===== src/design/acs_pkg.sv =====
// ============================================================================
// acs_pkg
// Shared types, constants and helpers for the autokey cipher stream block.
// ============================================================================
package acs_pkg;

    localparam int KEY_MAX_DEF   = 12;
    localparam int LETTER_W      = 5;
    localparam int KEY_LETTERS_W = 60;
    localparam int MID_DEPTH     = 2;
    localparam int OUT_DEPTH     = 2;

    localparam logic [7:0] ASCII_UPPER_A = 8'd65;
    localparam logic [7:0] ASCII_UPPER_Z = 8'd90;
    localparam logic [7:0] ASCII_LOWER_A = 8'd97;
    localparam logic [7:0] ASCII_LOWER_Z = 8'd122;
    localparam logic [5:0] ALPHABET_LEN  = 6'd26;

    // configuration register indexes
    localparam logic [1:0] CFG_CIPHER_MODE = 2'd0;
    localparam logic [1:0] CFG_KEY_LENGTH  = 2'd1;
    localparam logic [1:0] CFG_KEY_LETTERS = 2'd2;

    localparam logic MODE_ENCRYPT = 1'b0;
    localparam logic MODE_DECRYPT = 1'b1;

    typedef struct packed {
        logic [7:0] char_in;
        logic       message_start;
    } in_item_t;

    typedef struct packed {
        logic [7:0] char_out;
        logic       not_letter;
    } out_item_t;

    // classified character, front to back
    typedef struct packed {
        logic [7:0]          char_in;
        logic [LETTER_W-1:0] letter;
        logic                not_letter;
        logic                message_start;
    } mid_t;

    typedef struct packed {
        logic                     cipher_mode;
        logic [3:0]               key_length;
        logic [KEY_LETTERS_W-1:0] key_letters;
    } cfg_t;

    // key letters 26..31 wrap to 0..5
    function automatic logic [LETTER_W-1:0] fold_key(input logic [LETTER_W-1:0] v);
        logic [LETTER_W-1:0] r;
        r = (v >= LETTER_W'(ALPHABET_LEN)) ? v - LETTER_W'(ALPHABET_LEN) : v;
        return r;
    endfunction

endpackage


===== src/design/acs_fifo.sv =====
// ============================================================================
// acs_fifo
// Small register queue; DEPTH is a power of two, at least 2.
// ============================================================================
module acs_fifo #(
    parameter int WIDTH = 8,
    parameter int DEPTH = 2
) (
    input  logic             clk,
    input  logic             rst_n,
    input  logic             push,
    input  logic [WIDTH-1:0] wdata,
    output logic             full,
    input  logic             pop,
    output logic [WIDTH-1:0] rdata,
    output logic             empty
);

    localparam int PTR_W = $clog2(DEPTH);
    localparam int CNT_W = $clog2(DEPTH + 1);

    logic [WIDTH-1:0] mem_reg [DEPTH];
    logic [PTR_W-1:0] wr_ptr_reg;
    logic [PTR_W-1:0] rd_ptr_reg;
    logic [CNT_W-1:0] count_reg;
    logic [CNT_W-1:0] count_next;
    logic             do_push;
    logic             do_pop;

    assign full    = (count_reg == CNT_W'(DEPTH));
    assign empty   = (count_reg == '0);
    assign do_push = push && !full;
    assign do_pop  = pop && !empty;
    assign rdata   = mem_reg[rd_ptr_reg];

    always_comb
    begin
        count_next = count_reg;
        if (do_push && !do_pop)
        begin
            count_next = count_reg + CNT_W'(1);
        end
        else if (do_pop && !do_push)
        begin
            count_next = count_reg - CNT_W'(1);
        end
    end

    always_ff @(posedge clk or negedge rst_n)
    begin
        if (!rst_n)
        begin
            wr_ptr_reg <= '0;
            rd_ptr_reg <= '0;
            count_reg  <= '0;
        end
        else
        begin
            if (do_push)
            begin
                wr_ptr_reg <= wr_ptr_reg + PTR_W'(1);
            end
            if (do_pop)
            begin
                rd_ptr_reg <= rd_ptr_reg + PTR_W'(1);
            end
            count_reg <= count_next;
        end
    end

    always_ff @(posedge clk)
    begin
        if (do_push)
        begin
            mem_reg[wr_ptr_reg] <= wdata;
        end
    end

endmodule


===== src/design/acs_front.sv =====
// ============================================================================
// acs_front
// Classifies an incoming character: folds case, extracts the letter index.
// ============================================================================
module acs_front (
    input  acs_pkg::in_item_t item,
    output acs_pkg::mid_t     classified
);
    import acs_pkg::*;

    logic is_upper;
    logic is_lower;

    assign is_upper = (item.char_in >= ASCII_UPPER_A) && (item.char_in <= ASCII_UPPER_Z);
    assign is_lower = (item.char_in >= ASCII_LOWER_A) && (item.char_in <= ASCII_LOWER_Z);

    always_comb
    begin
        classified.char_in       = item.char_in;
        classified.message_start = item.message_start;
        classified.not_letter    = !(is_upper || is_lower);
        priority if (is_upper)
        begin
            classified.letter = LETTER_W'(item.char_in - ASCII_UPPER_A);
        end
        else if (is_lower)
        begin
            classified.letter = LETTER_W'(item.char_in - ASCII_LOWER_A);
        end
        else
        begin
            classified.letter = '0;
        end
    end

endmodule


===== src/design/acs_back.sv =====
// ============================================================================
// acs_back
// Holds the running key queue and enciphers/deciphers one letter per beat.
// ============================================================================
module acs_back #(
    parameter int KEY_MAX = acs_pkg::KEY_MAX_DEF
) (
    input  logic               clk,
    input  logic               rst_n,
    input  acs_pkg::cfg_t      cfg,
    input  acs_pkg::mid_t      item,
    input  logic               item_valid,
    output logic               item_take,
    input  logic               res_full,
    output logic               res_push,
    output acs_pkg::out_item_t res
);
    import acs_pkg::*;

    logic [LETTER_W-1:0] key_q_reg  [KEY_MAX];
    logic [LETTER_W-1:0] key_q_next [KEY_MAX];
    logic [LETTER_W-1:0] base       [KEY_MAX];
    logic [LETTER_W-1:0] shifted    [KEY_MAX];
    logic                loaded_reg;
    logic                reload;
    logic [LETTER_W-1:0] key;
    logic [LETTER_W:0]   sum;
    logic [LETTER_W-1:0] enc;
    logic [LETTER_W-1:0] dec;
    logic [LETTER_W-1:0] result;
    logic [LETTER_W-1:0] plain;
    logic [3:0]          len;

    assign item_take = item_valid && !res_full;
    assign res_push  = item_take;
    assign reload    = item.message_start || !loaded_reg;

    always_comb
    begin
        for (int i = 0; i < KEY_MAX; i++)
        begin
            base[i] = reload ? fold_key(cfg.key_letters[LETTER_W*i +: LETTER_W])
                             : key_q_reg[i];
        end
        key = base[0];

        sum = {1'b0, item.letter} + {1'b0, key};
        enc = (sum >= ALPHABET_LEN) ? LETTER_W'(sum - ALPHABET_LEN) : LETTER_W'(sum);
        dec = (item.letter >= key) ? item.letter - key
                                   : LETTER_W'({1'b0, item.letter} + ALPHABET_LEN
                                               - {1'b0, key});
        if (cfg.cipher_mode == MODE_DECRYPT)
        begin
            result = dec;
            plain  = dec;
        end
        else
        begin
            result = enc;
            plain  = item.letter;
        end

        if (cfg.key_length == '0)
        begin
            len = 4'd1;
        end
        else if (cfg.key_length > 4'(KEY_MAX))
        begin
            len = 4'(KEY_MAX);
        end
        else
        begin
            len = cfg.key_length;
        end

        // shift towards the head, plaintext letter lands at the key length
        for (int i = 0; i < KEY_MAX - 1; i++)
        begin
            shifted[i] = (4'(i + 1) == len) ? plain : base[i + 1];
        end
        shifted[KEY_MAX-1] = (4'(KEY_MAX) == len) ? plain : '0;

        for (int i = 0; i < KEY_MAX; i++)
        begin
            key_q_next[i] = item.not_letter ? base[i] : shifted[i];
        end

        res.not_letter = item.not_letter;
        res.char_out   = item.not_letter ? item.char_in
                                         : 8'(result) + ASCII_UPPER_A;
    end

    always_ff @(posedge clk or negedge rst_n)
    begin
        if (!rst_n)
        begin
            loaded_reg <= 1'b0;
            for (int i = 0; i < KEY_MAX; i++)
            begin
                key_q_reg[i] <= '0;
            end
        end
        else if (item_take)
        begin
            loaded_reg <= 1'b1;
            for (int i = 0; i < KEY_MAX; i++)
            begin
                key_q_reg[i] <= key_q_next[i];
            end
        end
    end

endmodule


===== src/design/autokey_cipher_stream_top.sv =====
// ============================================================================
// autokey_cipher_stream_top
// Autokey Vigenere cipher, one ASCII character per beat.
// ============================================================================
// Input channel: queue style. A character is taken when push is high and
// full is low; message_start reloads the key stream from the key registers.
// Result channel: queue style. The oldest result is on out_item while empty
// is low and leaves when pop is high.
// Configuration: cfg_valid/cfg_ready with cfg_index and cfg_data; ready is
// always high. Index 0 cipher mode, 1 key length, 2 key letters. Key letter
// writes take effect at the next key reload, mode and key length writes on
// the next character; write only while the block is drained. Path: a pushed
// character is registered in the classify queue, ciphered at its head and
// registered in the result queue; one character per cycle while that has room.
// Stall: when the receiver stops popping, the two-entry result queue fills,
// then the two-entry classify queue, then full rises.
// Reset: both queues empty, registers at mode encrypt, key length 1, key
// letters zero; the key queue is loaded on the first character.
// ============================================================================
module autokey_cipher_stream_top #(
    parameter int KEY_MAX = acs_pkg::KEY_MAX_DEF
) (
    input  logic                              clk,
    input  logic                              rst_n,
    input  logic                              push,
    output logic                              full,
    input  acs_pkg::in_item_t                 in_item,
    output logic                              empty,
    input  logic                              pop,
    output acs_pkg::out_item_t                out_item,
    input  logic                              cfg_valid,
    output logic                              cfg_ready,
    input  logic [1:0]                        cfg_index,
    input  logic [acs_pkg::KEY_LETTERS_W-1:0] cfg_data
);
    import acs_pkg::*;

    logic                     mode_reg;
    logic [3:0]               length_reg;
    logic [KEY_LETTERS_W-1:0] letters_reg;
    cfg_t                     cfg;
    mid_t                     classified;
    mid_t                     mid_head;
    logic                     mid_empty;
    logic                     mid_take;
    logic                     out_full;
    logic                     back_push;
    out_item_t                back_res;

    assign cfg_ready = 1'b1;

    always_ff @(posedge clk or negedge rst_n)
    begin
        if (!rst_n)
        begin
            mode_reg    <= MODE_ENCRYPT;
            length_reg  <= 4'd1;
            letters_reg <= '0;
        end
        else if (cfg_valid && cfg_ready)
        begin
            unique case (cfg_index)
                CFG_CIPHER_MODE: mode_reg    <= cfg_data[0];
                CFG_KEY_LENGTH:  length_reg  <= cfg_data[3:0];
                CFG_KEY_LETTERS: letters_reg <= cfg_data;
                default:         ;
            endcase
        end
    end

    assign cfg.cipher_mode = mode_reg;
    assign cfg.key_length  = length_reg;
    assign cfg.key_letters = letters_reg;

    acs_front u_front (
        .item       (in_item),
        .classified (classified)
    );

    acs_fifo #(
        .WIDTH ($bits(mid_t)),
        .DEPTH (MID_DEPTH)
    ) u_mid_fifo (
        .clk   (clk),
        .rst_n (rst_n),
        .push  (push),
        .wdata (classified),
        .full  (full),
        .pop   (mid_take),
        .rdata (mid_head),
        .empty (mid_empty)
    );

    acs_back #(
        .KEY_MAX (KEY_MAX)
    ) u_back (
        .clk        (clk),
        .rst_n      (rst_n),
        .cfg        (cfg),
        .item       (mid_head),
        .item_valid (!mid_empty),
        .item_take  (mid_take),
        .res_full   (out_full),
        .res_push   (back_push),
        .res        (back_res)
    );

    acs_fifo #(
        .WIDTH ($bits(out_item_t)),
        .DEPTH (OUT_DEPTH)
    ) u_out_fifo (
        .clk   (clk),
        .rst_n (rst_n),
        .push  (back_push),
        .wdata (back_res),
        .full  (out_full),
        .pop   (pop),
        .rdata (out_item),
        .empty (empty)
    );

    // letter results, enciphered or deciphered, are always uppercase letters
    a_letter_upper: assert property (@(posedge clk) disable iff (!rst_n)
        (!empty && !out_item.not_letter) |->
            (out_item.char_out >= ASCII_UPPER_A && out_item.char_out <= ASCII_UPPER_Z))
        else $error("letter result outside A-Z");

    // nothing in flight and nothing pushed: no result may appear
    a_no_invented: assert property (@(posedge clk) disable iff (!rst_n)
        (empty && mid_empty && !(push && !full)) |=> empty)
        else $error("result appeared with no character in flight");

    // back end only hands over a result when the result queue has room
    a_back_room: assert property (@(posedge clk) disable iff (!rst_n)
        back_push |-> (!out_full && !mid_empty))
        else $error("back end pushed into full queue or without input");

endmodule


===== config.mk =====
export PLATFORM = sky130hd
export DESIGN_NAME = autokey_cipher_stream_top
export DESIGN_NICKNAME = d
export VERILOG_FILES = /design/src/design/acs_pkg.sv /design/src/design/acs_fifo.sv /design/src/design/acs_front.sv /design/src/design/acs_back.sv /design/src/design/autokey_cipher_stream_top.sv
export SDC_FILE = /design/constraint.sdc
export NUM_CORES = 1
export LEC_CHECK = 0
export BUFFER_PORTS_ARGS = -buffer_cell sky130_fd_sc_hd__buf_2
export CAP_MARGIN = 20
export CORE_ASPECT_RATIO = 0.7
export CORE_UTILIZATION = 30
export DETAILED_ROUTE_END_ITERATION = 10
export GPL_ROUTABILITY_DRIVEN = 0
export GPL_TIMING_DRIVEN = 0
export SYNTH_ARGS = -nofsm -noshare
export SYNTH_HDL_FRONTEND = slang
export SYNTH_SLANG_ARGS = --single-unit

===== constraint.sdc =====
create_clock -name clk -period 4.9 [get_ports clk]
set_input_delay 0 -clock clk [delete_from_list [all_inputs] [get_ports clk]]
set_output_delay 0 -clock clk [all_outputs]
set_load 0.01 [all_outputs]

==> results.txt, run 1 <==
Maximum VDD drop: 337 µV
CTS buffer count: 17
Final hold vios: 0
Worst hold path cell count: 3
Slew Limit Fails: 0
GRT overflow: 0
Max stage delay on crit path: 0.50 ns
Mapped Cells: 1070
Routed WL per cell: 18.4 µm
Nets: 1370
Unique cell type count in the Yosys netlist: 79
Layout cell share with drive strength beyond 1: 0.217
Setup crit start kind: flip-flop
Die Height: 159 µm
Root buffer cell: clkbuf_16
Commonest non-fill, non-tap cells in the layout: dfrtp_1 (132), nor2_1 (96), nand2_1 (95), buf_2 (93), o21ai_0 (89)
Placed inst area: 0.0117 mm²
Die area: 0.0360 mm²
Fin cells: 1742
Required @ worst endpoint: 5.19 ns
Ys async rst share: 0.736
Max Freq: 216 MHz
Final setup fails: 0
RSZ-0062 raised after global routing: no
Vias in the first global route: 8578
DRC: 0
Worst EP arrival: 4.92 ns
Clk slew on worst S/H paths: 0.07 ns
Clk_lat worst skew: 0.46 ns
Cell depth of the worst flop-to-flop path: 18
CTS tree: built
Clock tree buffer depth: 2
Critical path type: reg -> reg
Global Route Usage Sum: 0.183
Critical path endpoint category: flip-flop
Die extent in x: 226 µm
DP Cell Count: 1631
Mean Syn Cell Area: 9.89 µm²
Max Cap Viol: 0
Final setup TNS: 0 ns
Pin count of the biggest net entering global routing: 82
Design Power: 9.26 mW
Drt first-iter violations: 864
1st-pass router iterations: 7
Post-Synthesis Cell Area: 0.0106 mm²
H-Tree Depth: 4
Synth Flop Type: dfrtp_1
Final Cell Area: 0.0131 mm²
EDFF count, synth: 48
Leak pwr: 5.52 nW
First-pass GRT wire length: 49.9 mm
Detail Placement HPWL: 23.2 mm
Seq cells post-synth: 182
Initial antenna violation count: 2
Most common cell after layout, fill and taps aside: dfrtp_1
Area delta synth->final: 23.9%
# rows: 57
I/O Buffers: 86
Diode count: 0
Min cycle time layout: 4.64 ns
Fin crit share: 0.946
Power density cells: 706 mW/mm²
Slew headroom: 0.435
DR vias: 8927
Slew @ Worst Pin: 0.847 ns
Placeable Area: 0.0347 mm²
Initial core utilization: 0.305
Status: complete, no violations
Clk_skew: 0.0129 ns
Synth Warn #: 0
Detailed Route WL: 32.1 mm
Clock Sink Count: 182
Fill count: 3445
Cell mode on critical path: inv_1
Ports: 88
Synth Net Count: 1183
Critical-path cell list: mux2i_4 -> and2_1 -> clkbuf_4 -> clkbuf_4 -> nand2_1 -> o21ai_2 -> inv_1 -> ha_1 -> inv_1 -> ha_1 -> inv_1 -> fa_1 -> and3_1 -> a221o_1 -> o21ai_2 -> nand3_1 -> or4_1 -> a31oi_2
Sequential-to-total area share from yosys stat: 0.453
Slowest CP cell: or4_1
Antenna-violating nets left: 0
Min-delay worst type: in -> reg
CP Max Fanout: 10
Vias per Instance: 5.12
[critical path, delay by kind of cell, from the launching register on]
family	cells	cell delay, ns
buffers and inverters	5	0.76
muxes	1	0.29
and+or+nand+nor	5	1.09
adders and majority gates	3	1.01
DFF	1	0.42
AOI/OAI and AO/OA	4	0.90
[cell usage after synthesis (all sizes together), types with 7 or more instances]
library cell,instances,share of area
and3,12,0.0077
ha,33,0.039
o21ai,92,0.044
inv,67,0.024
a21oi,84,0.041
a221o,7,0.0066
dfrtp,133,0.31
xnor2,28,0.023
mux2,87,0.093
clkbuf,33,0.016
buf,24,0.012
edfxtp,48,0.14
a31oi,9,0.0053
nand2b,8,0.0047
o22ai,22,0.013
nor3,23,0.011
nor2,96,0.034
mux2i,39,0.037
or3b,11,0.0091
nand2,95,0.034
a211oi,14,0.0099
[kinds of logic (layout without fill, tap and decap cells)]
kind of cell    Yosys count  after routing  synth area share
compound gates          283            283             0.165
xor+xnor                 34             34            0.0281
fa+ha+maj                37             37            0.0466
buf+inv                 125            325            0.0525
flops                   182            182             0.453
mux                     126            126             0.129
other cells               1              1          0.000354
simple gates            282            282             0.125
[report_power, final]
group	internal [mW]	switching, mW
sequential	2.19	0.290
combinational	2.06	3.30
clock	0.760	0.660
[what timing repair did]
action                     in CTS  in global routing
buffers inserted                2                  2
hold buffers                   74                  0
pin swaps                       0                  1
hold endpoints to repair      168                  0
gates resized for setup        10                 15
setup endpoints to repair      58                 33
[per-stage QoR]
step,hold slack (ns),util,setup WS [ns]
3_5_place_dp,0.125,0.335,-0.963
6_report,0.109,0.378,0.264
3_3_place_gp,0.191,0.334,-0.895
2_1_floorplan,-0.296,-,0.364
5_1_grt,0.134,0.378,0.0218
4_1_cts,0.110,0.376,0.0163
[per-layer routing]
metal	vias to the layer above	wire length [µm]	track usage	part of all wire
li1	4189	-	-	-
met1	4363	15200	0.271	0.47
met2	330	13200	0.251	0.41
met3	43	3160	0.0609	0.098
met4	2	491	0.0473	0.015
met5	-	12	0	0.00037
[layout make-up]
type / instances / area, µm² / share of cell area
clock buffers: 19 / 464 / 0.0354
inverters: 68 / 255 / 0.0195
repair buffers: 170 / 1270 / 0.0967
well taps: 472 / 591 / 0.0450
flip-flops and latches: 182 / 4800 / 0.366
plain buffers: 55 / 313 / 0.0239
multi-input cells: 763 / 5290 / 0.403
clock inverters: 13 / 141 / 0.0108
[worst paths after layout]
kind,slack [ns],endpoint,from
worst max-delay path,0.26,u_out_fifo.mem_reg[0][4],u_mid_fifo.rd_ptr_reg
worst min-delay path,0.11,length_reg[2],cfg_valid
worst max register to register,0.26,u_out_fifo.mem_reg[0][4],u_mid_fifo.rd_ptr_reg
worst min register to register,0.48,u_back.key_q_reg[38],u_back.key_q_reg[38]
max in group asynchronous,3.98,letters_reg[35],rst_n
min in group asynchronous,0.18,u_back.key_q_reg[13],rst_n
(Power assumes the default switching activity.)
==> inputs of run 2 (changes only) <==
--- a/config.mk
+++ b/config.mk
@@ -5,6 +5,7 @@
 export SDC_FILE = /design/constraint.sdc
 export NUM_CORES = 1
 export LEC_CHECK = 0
+export ABC_AREA = 1
 export BUFFER_PORTS_ARGS = -buffer_cell sky130_fd_sc_hd__buf_2
 export CAP_MARGIN = 20
 export CORE_ASPECT_RATIO = 0.7
@@ -12,6 +13,7 @@
 export DETAILED_ROUTE_END_ITERATION = 10
 export GPL_ROUTABILITY_DRIVEN = 0
 export GPL_TIMING_DRIVEN = 0
+export PLACE_DENSITY = 0.55
 export SYNTH_ARGS = -nofsm -noshare
 export SYNTH_HDL_FRONTEND = slang
 export SYNTH_SLANG_ARGS = --single-unit
==> results.txt, run 2 <==
Status: complete, no violations (unchanged)
Clock Sink Count: 182 (unchanged)
Final Cell Area: 0.0130 mm² (was 0.0131 mm²)
Setup crit start kind: flip-flop (unchanged)
Post-Synth Adder-Cell Area: 0.0467 (was 0.0466)
Diode count: 0 (unchanged)
Postcts setup bufs: 0 (was 2)
Reg2reg start: u_mid_fifo.rd_ptr_reg (unchanged)
Placeable Area: 0.0347 mm² (about the same)
Yosys top cell area share: 0.315 (about the same)
Required @ worst endpoint: 5.23 ns (was 5.19 ns)
Largest family of logic cells by synthesized area: simple AND/OR/NAND/NOR gates (was compound AO/OA/AOI/OAI gates)
Mean Syn Cell Area: 7.91 µm² (was 9.89 µm²)
DRC: 0 (unchanged)
Seq cells post-synth: 182 (unchanged)
RSZ-0062 raised after global routing: no (unchanged)
Fin cells: 2003 (was 1742)
# rows: 57 (unchanged)
Area leader, netlist: dfrtp_1 (unchanged)
Synth Flop Type: dfrtp_1 (unchanged)
Leak pwr: 6.04 nW (was 5.52 nW)
Antenna-violating nets left: 0 (unchanged)
Die Height: 159 µm (about the same)
CP Max Fanout: 10 (unchanged)
Post-Synthesis Cell Area: 0.0106 mm² (about the same)
Sequential-to-total area share from yosys stat: 0.454 (was 0.453)
DR vias: 9981 (was 8927)
Synth Area in Simple Gates: 0.235 (was 0.125)
Main area contributors after synthesis: dfrtp_1 (32%), edfxtp_1 (14%), nand2_1 (11%) (was dfrtp_1 (31%), edfxtp_1 (14%), mux2_2 (9.3%))
Ys async rst share: 0.736 (unchanged)
Mapped Cells: 1335 (was 1070)
Max Cap Viol: 0 (unchanged)
Routed WL per cell: 17.6 µm (was 18.4 µm)
Drt first-iter violations: 1038 (was 864)
Hold endpoint: u_mid_fifo.wr_ptr_reg (was length_reg[2])
Nets: 1631 (was 1370)
Most common cell after layout, fill and taps aside: nand2_1 (was dfrtp_1)
First-pass GRT wire length: 53.6 mm (was 49.9 mm)
Ports: 88 (unchanged)
Most common library cells after synthesis: nand2_1 (317), dfrtp_1 (133), inv_1 (129) (was dfrtp_1 (133), nor2_1 (96), nand2_1 (95))
Die extent in x: 226 µm (about the same)
Vias per Instance: 4.98 (was 5.12)
EDFF count, synth: 48 (unchanged)
Max Freq: 227 MHz (was 216 MHz)
Design Power: 9.63 mW (was 9.26 mW)
Top-count cell post-synth: nand2_1 (was dfrtp_1)
Final setup fails: 0 (unchanged)
Detailed Route WL: 35.3 mm (was 32.1 mm)
Clock tree buffer depth: 2 (unchanged)
Vias in the first global route: 9141 (was 8578)
Maximum VDD drop: 382 µV (was 337 µV)
Initial core utilization: 0.305 (about the same)
Slew headroom: 0.400 (was 0.435)
Unique cell type count in the Yosys netlist: 51 (was 79)
Critical path endpoint category: flip-flop (unchanged)
Synth Net Count: 1448 (was 1183)
Clk_lat worst skew: 0.46 ns (about the same)
Root buffer cell: clkbuf_16 (unchanged)
Final WS setup: 0.488 ns (was 0.264 ns)
Global Route Usage Sum: 0.198 (was 0.183)
Mux contribution to synthesized area: 0.0117 (was 0.129)
H-Tree Depth: 4 (unchanged)
FF-to-FF End: u_back.key_q_reg[38] (was u_out_fifo.mem_reg[0][4])
Synth Area in XOR/XNOR: 0.0124 (was 0.0281)
Synth Warn #: 0 (unchanged)
Initial antenna violation count: 0 (was 2)
GRT overflow: 0 (unchanged)
I/O Buffers: 86 (unchanged)
Placed inst area: 0.0116 mm² (was 0.0117 mm²)
Detail Placement HPWL: 25.7 mm (was 23.2 mm)
Min-delay worst type: in -> reg (unchanged)
Slew Limit Fails: 0 (unchanged)
CTS Hold Bufs: 75 (was 74)
CTS tree: built (unchanged)
Compound-Gate Fraction of Synth Area: 0.165 (about the same)
1st-pass router iterations: 5 (was 7)
Reg2reg setup slack: 0.49 ns (was 0.26 ns)
Layout cell share with drive strength beyond 1: 0.131 (was 0.217)
Worst hold path cell count: 5 (was 3)
Final setup TNS: 0 ns (unchanged)
Clk slew on worst S/H paths: 0.07 ns (about the same)
Slew @ Worst Pin: 0.886 ns (was 0.847 ns)
Die area: 0.0360 mm² (about the same)
Worst EP arrival: 4.74 ns (was 4.92 ns)
Area delta synth->final: 22.8% (was 23.9%)
Pre-CTS WS: 0.617 ns (was -0.963 ns)
DP Cell Count: 1896 (was 1631)
Hold_sp: push (was cfg_valid)
Commonest non-fill, non-tap cells in the layout: nand2_1 (317), dfrtp_1 (133), inv_1 (129), o21ai_0 (119), a21oi_1 (116) (was dfrtp_1 (132), nor2_1 (96), nand2_1 (95), buf_2 (93), o21ai_0 (89))
CTS buffer count: 17 (unchanged)
Final hold vios: 0 (unchanged)
Critical path type: reg -> reg (unchanged)
Power density cells: 743 mW/mm² (was 706 mW/mm²)
Pin count of the biggest net entering global routing: 81 (was 82)
Post-cts sizing count: 0 (was 10)
Cell depth of the worst flop-to-flop path: 16 (was 18)
Min cycle time layout: 4.41 ns (was 4.64 ns)
Fin crit share: 0.900 (was 0.946)
Clk_skew: 0.0110 ns (was 0.0129 ns)
run 2: cell type report:
type,instances,area [µm²]
Buffer,58,254
Clock buffer,23,498
Clock inverter,9,88.8
Fill cell,3652,21700
Inverter,140,528
Multi-Input combinational cell,955,4980
Sequential cell,182,4800
Tap cell,472,591
Timing Repair Buffer,164,1230
run 2: worst max-delay path by stage:
stage / from / endpoint / slack (ns) / depth (start not counted)
after global placement: u_mid_fifo.rd_ptr_reg / u_back.key_q_reg[38] / 0.69 / 16
final: u_mid_fifo.rd_ptr_reg / u_back.key_q_reg[38] / 0.49 / 16
after CTS: u_mid_fifo.rd_ptr_reg / u_back.key_q_reg[38] / 0.58 / 16
after detailed placement: u_mid_fifo.rd_ptr_reg / u_back.key_q_reg[38] / 0.62 / 16
after floorplan: u_mid_fifo.rd_ptr_reg / u_out_fifo.mem_reg[0][3] / 1.61 / 22
after global routing: u_mid_fifo.rd_ptr_reg / u_out_fifo.mem_reg[1][5] / 0.11 / 27
run 2: critical path, cell delays in order, from the launching register on:
cell and delay [ns]:
dfrtp_1 0.45, inv_2 0.13, nand2_1 0.07, nand3_1 0.29, clkbuf_1 0.61, nand2_1 0.18
o21a_1 0.22, ha_1 0.37, inv_1 0.15, ha_1 0.20, inv_1 0.06, fa_1 0.39
xnor2_1 0.16, o211ai_2 0.35, nand2_4 0.18, a21boi_0 0.34, o21ai_0 0.15
run 2: stage by stage:
stage / hold WS, ns / util
floorplan: -0.296 / -
global placement: 0.193 / 0.334
detailed placement: 0.0157 / 0.336
CTS: 0.0572 / 0.374
global route: 0.121 / 0.374
finish: 0.0609 / 0.374
run 2: kinds of logic (layout without fill, tap and decap cells):
| family | count (synthesis) | in the layout |
|---|---|---|
| AO/OA/AOI/OAI | 314 | 314 |
| multiplexers | 11 | 11 |
| AND/OR/NAND/NOR | 577 | 577 |
| adder cells (fa/ha/maj) | 37 | 37 |
| flip-flops | 182 | 182 |
| XOR/XNOR | 15 | 15 |
| buffers and inverters | 198 | 394 |
| other | 1 | 1 |
run 2: metal layers:
layer	part of all wire	wire, µm	GRT usage
met4	0.014	511	0.0442
met5	0	0	0
met3	0.091	3220	0.0600
met1	0.50	17600	0.309
met2	0.39	13900	0.263
run 2: where the power goes:
group          switching, mW  total (mW)  internal, mW
clock                  0.642        1.41         0.773
sequential             0.251        2.45          2.20
combinational           3.94        5.77          1.83
total                   4.83        9.63          4.80
==> inputs of run 3 (changes only) <==
--- a/config.mk
+++ b/config.mk
@@ -13,7 +13,6 @@
 export DETAILED_ROUTE_END_ITERATION = 10
 export GPL_ROUTABILITY_DRIVEN = 0
 export GPL_TIMING_DRIVEN = 0
-export PLACE_DENSITY = 0.55
 export SYNTH_ARGS = -nofsm -noshare
 export SYNTH_HDL_FRONTEND = slang
 export SYNTH_SLANG_ARGS = --single-unit
==> results.txt, run 3 (same netlist as run 2, synthesis figures left out) <==
Status: complete, no violations (unchanged)
Nets: 1631 (unchanged)
RSZ-0062 raised after global routing: no (unchanged)
Required @ worst endpoint: 5.23 ns (about the same)
Routed wl met3: 3.47 mm (was 3.22 mm)
Fin crit share: 0.888 (was 0.900)
Crit path from: u_mid_fifo.rd_ptr_reg (unchanged)
Area delta synth->final: 22.6% (was 22.8%)
Die Height: 159 µm (unchanged)
DR vias: 10100 (was 9981)
GRT overflow: 0 (unchanged)
Reg2reg setup slack: 0.55 ns (was 0.49 ns)
Final setup TNS: 0 ns (unchanged)
FF-to-FF End: u_back.key_q_reg[38] (unchanged)
Vias in the first global route: 9245 (was 9141)
Slew @ Worst Pin: 0.945 ns (was 0.886 ns)
1st-pass router iterations: 6 (was 5)
Kind of cell adding the most delay to the critical path: compound AO/OA/AOI/OAI gates (unchanged)
Pin count of the biggest net entering global routing: 91 (was 81)
Clk_lat worst skew: 0.46 ns (about the same)
Vias per Instance: 5.05 (was 4.98)
Met2 WL: 13.9 mm (about the same)
Max Cap Viol: 0 (unchanged)
Die extent in x: 226 µm (unchanged)
DRC: 0 (unchanged)
Commonest non-fill, non-tap cells in the layout: nand2_1 (317), dfrtp_1 (133), inv_1 (129), o21ai_0 (119), a21oi_1 (116) (unchanged)
Antenna-violating nets left: 0 (unchanged)
Diode count: 0 (unchanged)
Critical path depth in cells: 16 (unchanged)
Clock tree buffer depth: 2 (unchanged)
End point of the critical path: u_back.key_q_reg[38] (unchanged)
Detail Placement HPWL: 25.3 mm (was 25.7 mm)
Ports: 88 (unchanged)
Drt first-iter violations: 1016 (was 1038)
Fill count: 3611 (was 3652)
Layout cell share with drive strength beyond 1: 0.129 (was 0.131)
Routed WL per cell: 17.4 µm (was 17.6 µm)
Most common cell after layout, fill and taps aside: nand2_1 (unchanged)
Cell depth of the worst flop-to-flop path: 16 (unchanged)
Leak pwr: 6.01 nW (was 6.04 nW)
Initial antenna violation count: 2 (was 0)
Buf/Inv on CP: 4 (unchanged)
Maximum VDD drop: 404 µV (was 382 µV)
CTS buffer count: 17 (unchanged)
Reg2reg start: u_mid_fifo.rd_ptr_reg (unchanged)
Min-delay worst type: in -> async (was in -> reg)
Root buffer cell: clkbuf_16 (unchanged)
First-pass GRT wire length: 54.0 mm (was 53.6 mm)
Met1 WL: 16.9 mm (was 17.6 mm)
Die area: 0.0360 mm² (unchanged)
Max stage delay on crit path: 0.57 ns (was 0.61 ns)
Setup crit start kind: flip-flop (unchanged)
# rows: 57 (unchanged)
Clk_skew: 0.00844 ns (was 0.0110 ns)
Min cycle time layout: 4.35 ns (was 4.41 ns)
Slowest CP cell: clkbuf_1 (unchanged)
Critical-path cell list: inv_2 -> nand2_1 -> nand3_1 -> clkbuf_1 -> nand2_1 -> o21a_1 -> ha_1 -> inv_1 -> ha_1 -> inv_1 -> fa_1 -> xnor2_1 -> o211ai_2 -> nand2_4 -> a21boi_0 -> o21ai_0 (unchanged)
Critical path type: reg -> reg (unchanged)
Global Route Usage Sum: 0.198 (about the same)
Initial core utilization: 0.305 (unchanged)
Critical path endpoint category: flip-flop (unchanged)
Post-cts sizing count: 0 (unchanged)
H-Tree Depth: 4 (unchanged)
Clk slew on worst S/H paths: 0.07 ns (about the same)
Placeable Area: 0.0347 mm² (unchanged)
Power density cells: 739 mW/mm² (was 743 mW/mm²)
Max Freq: 230 MHz (was 227 MHz)
Worst hold margin: 0.0406 ns (was 0.0609 ns)
CTS tree: built (unchanged)
Design Power: 9.57 mW (was 9.63 mW)
Uppermost layer routed: met4 (unchanged)
CP Max Fanout: 10 (unchanged)
Detailed Route WL: 34.9 mm (was 35.3 mm)
Worst EP arrival: 4.68 ns (was 4.74 ns)
Slew Limit Fails: 0 (unchanged)
Final setup fails: 0 (unchanged)
Slew headroom: 0.360 (was 0.400)
I/O Buffers: 86 (unchanged)
Clock Sink Count: 182 (unchanged)
Final hold vios: 0 (unchanged)
==> run 3: how the worst min path moves through the flow <==
stage	from	end	slack (ns)	depth (start not counted)
global route	rst_n	letters_reg[20]	0.07	2
finish	rst_n	u_back.key_q_reg[37]	0.04	2
floorplan	rst_n	length_reg[1]	-0.30	0
global placement	in_item[0]	u_mid_fifo.mem_reg[1][0]	0.19	1
detailed placement	rst_n	letters_reg[13]	-0.02	1
CTS	cfg_index[0]	length_reg[2]	0.02	3
==> run 3: power breakdown <==
group | internal [mW] | switching [mW]
clock | 0.715 | 0.662
combinational | 1.82 | 3.92
sequential | 2.19 | 0.251
==> run 3: area by class of cell <==
class / instances / area, µm² / area share
Multi-Input combinational cell: 955 / 4980 / 0.385
Clock inverter: 13 / 138 / 0.0106
Buffer: 58 / 254 / 0.0196
Tap cell: 472 / 591 / 0.0456
Sequential cell: 182 / 4800 / 0.370
Clock buffer: 19 / 433 / 0.0334
Timing Repair Buffer: 164 / 1230 / 0.0950
Inverter: 140 / 528 / 0.0408
==> run 3: per-stage QoR <==
step | util | setup slack, ns | area, µm² | cells
after global routing | 0.374 | 0.205 | 13000 | 2003
after detailed placement | 0.336 | 0.709 | 11600 | 1896
after CTS | 0.374 | 0.684 | 13000 | 2003
after floorplan | - | 1.61 | 10600 | 1335
final | 0.374 | 0.549 | 13000 | 2003
after global placement | 0.334 | 0.742 | 11600 | 1893
==> run 3: routing by layer <==
metal	global-route usage	up-vias
met5	0	-
met4	0.0556	0
met3	0.0506	49
met2	0.267	506
met1	0.307	4736
li1	-	4819
==> run 3: what timing repair did <==
item	CTS	global route
setup buffers	0	0
hold buffers	75	0
hold endpoints to repair	220	0
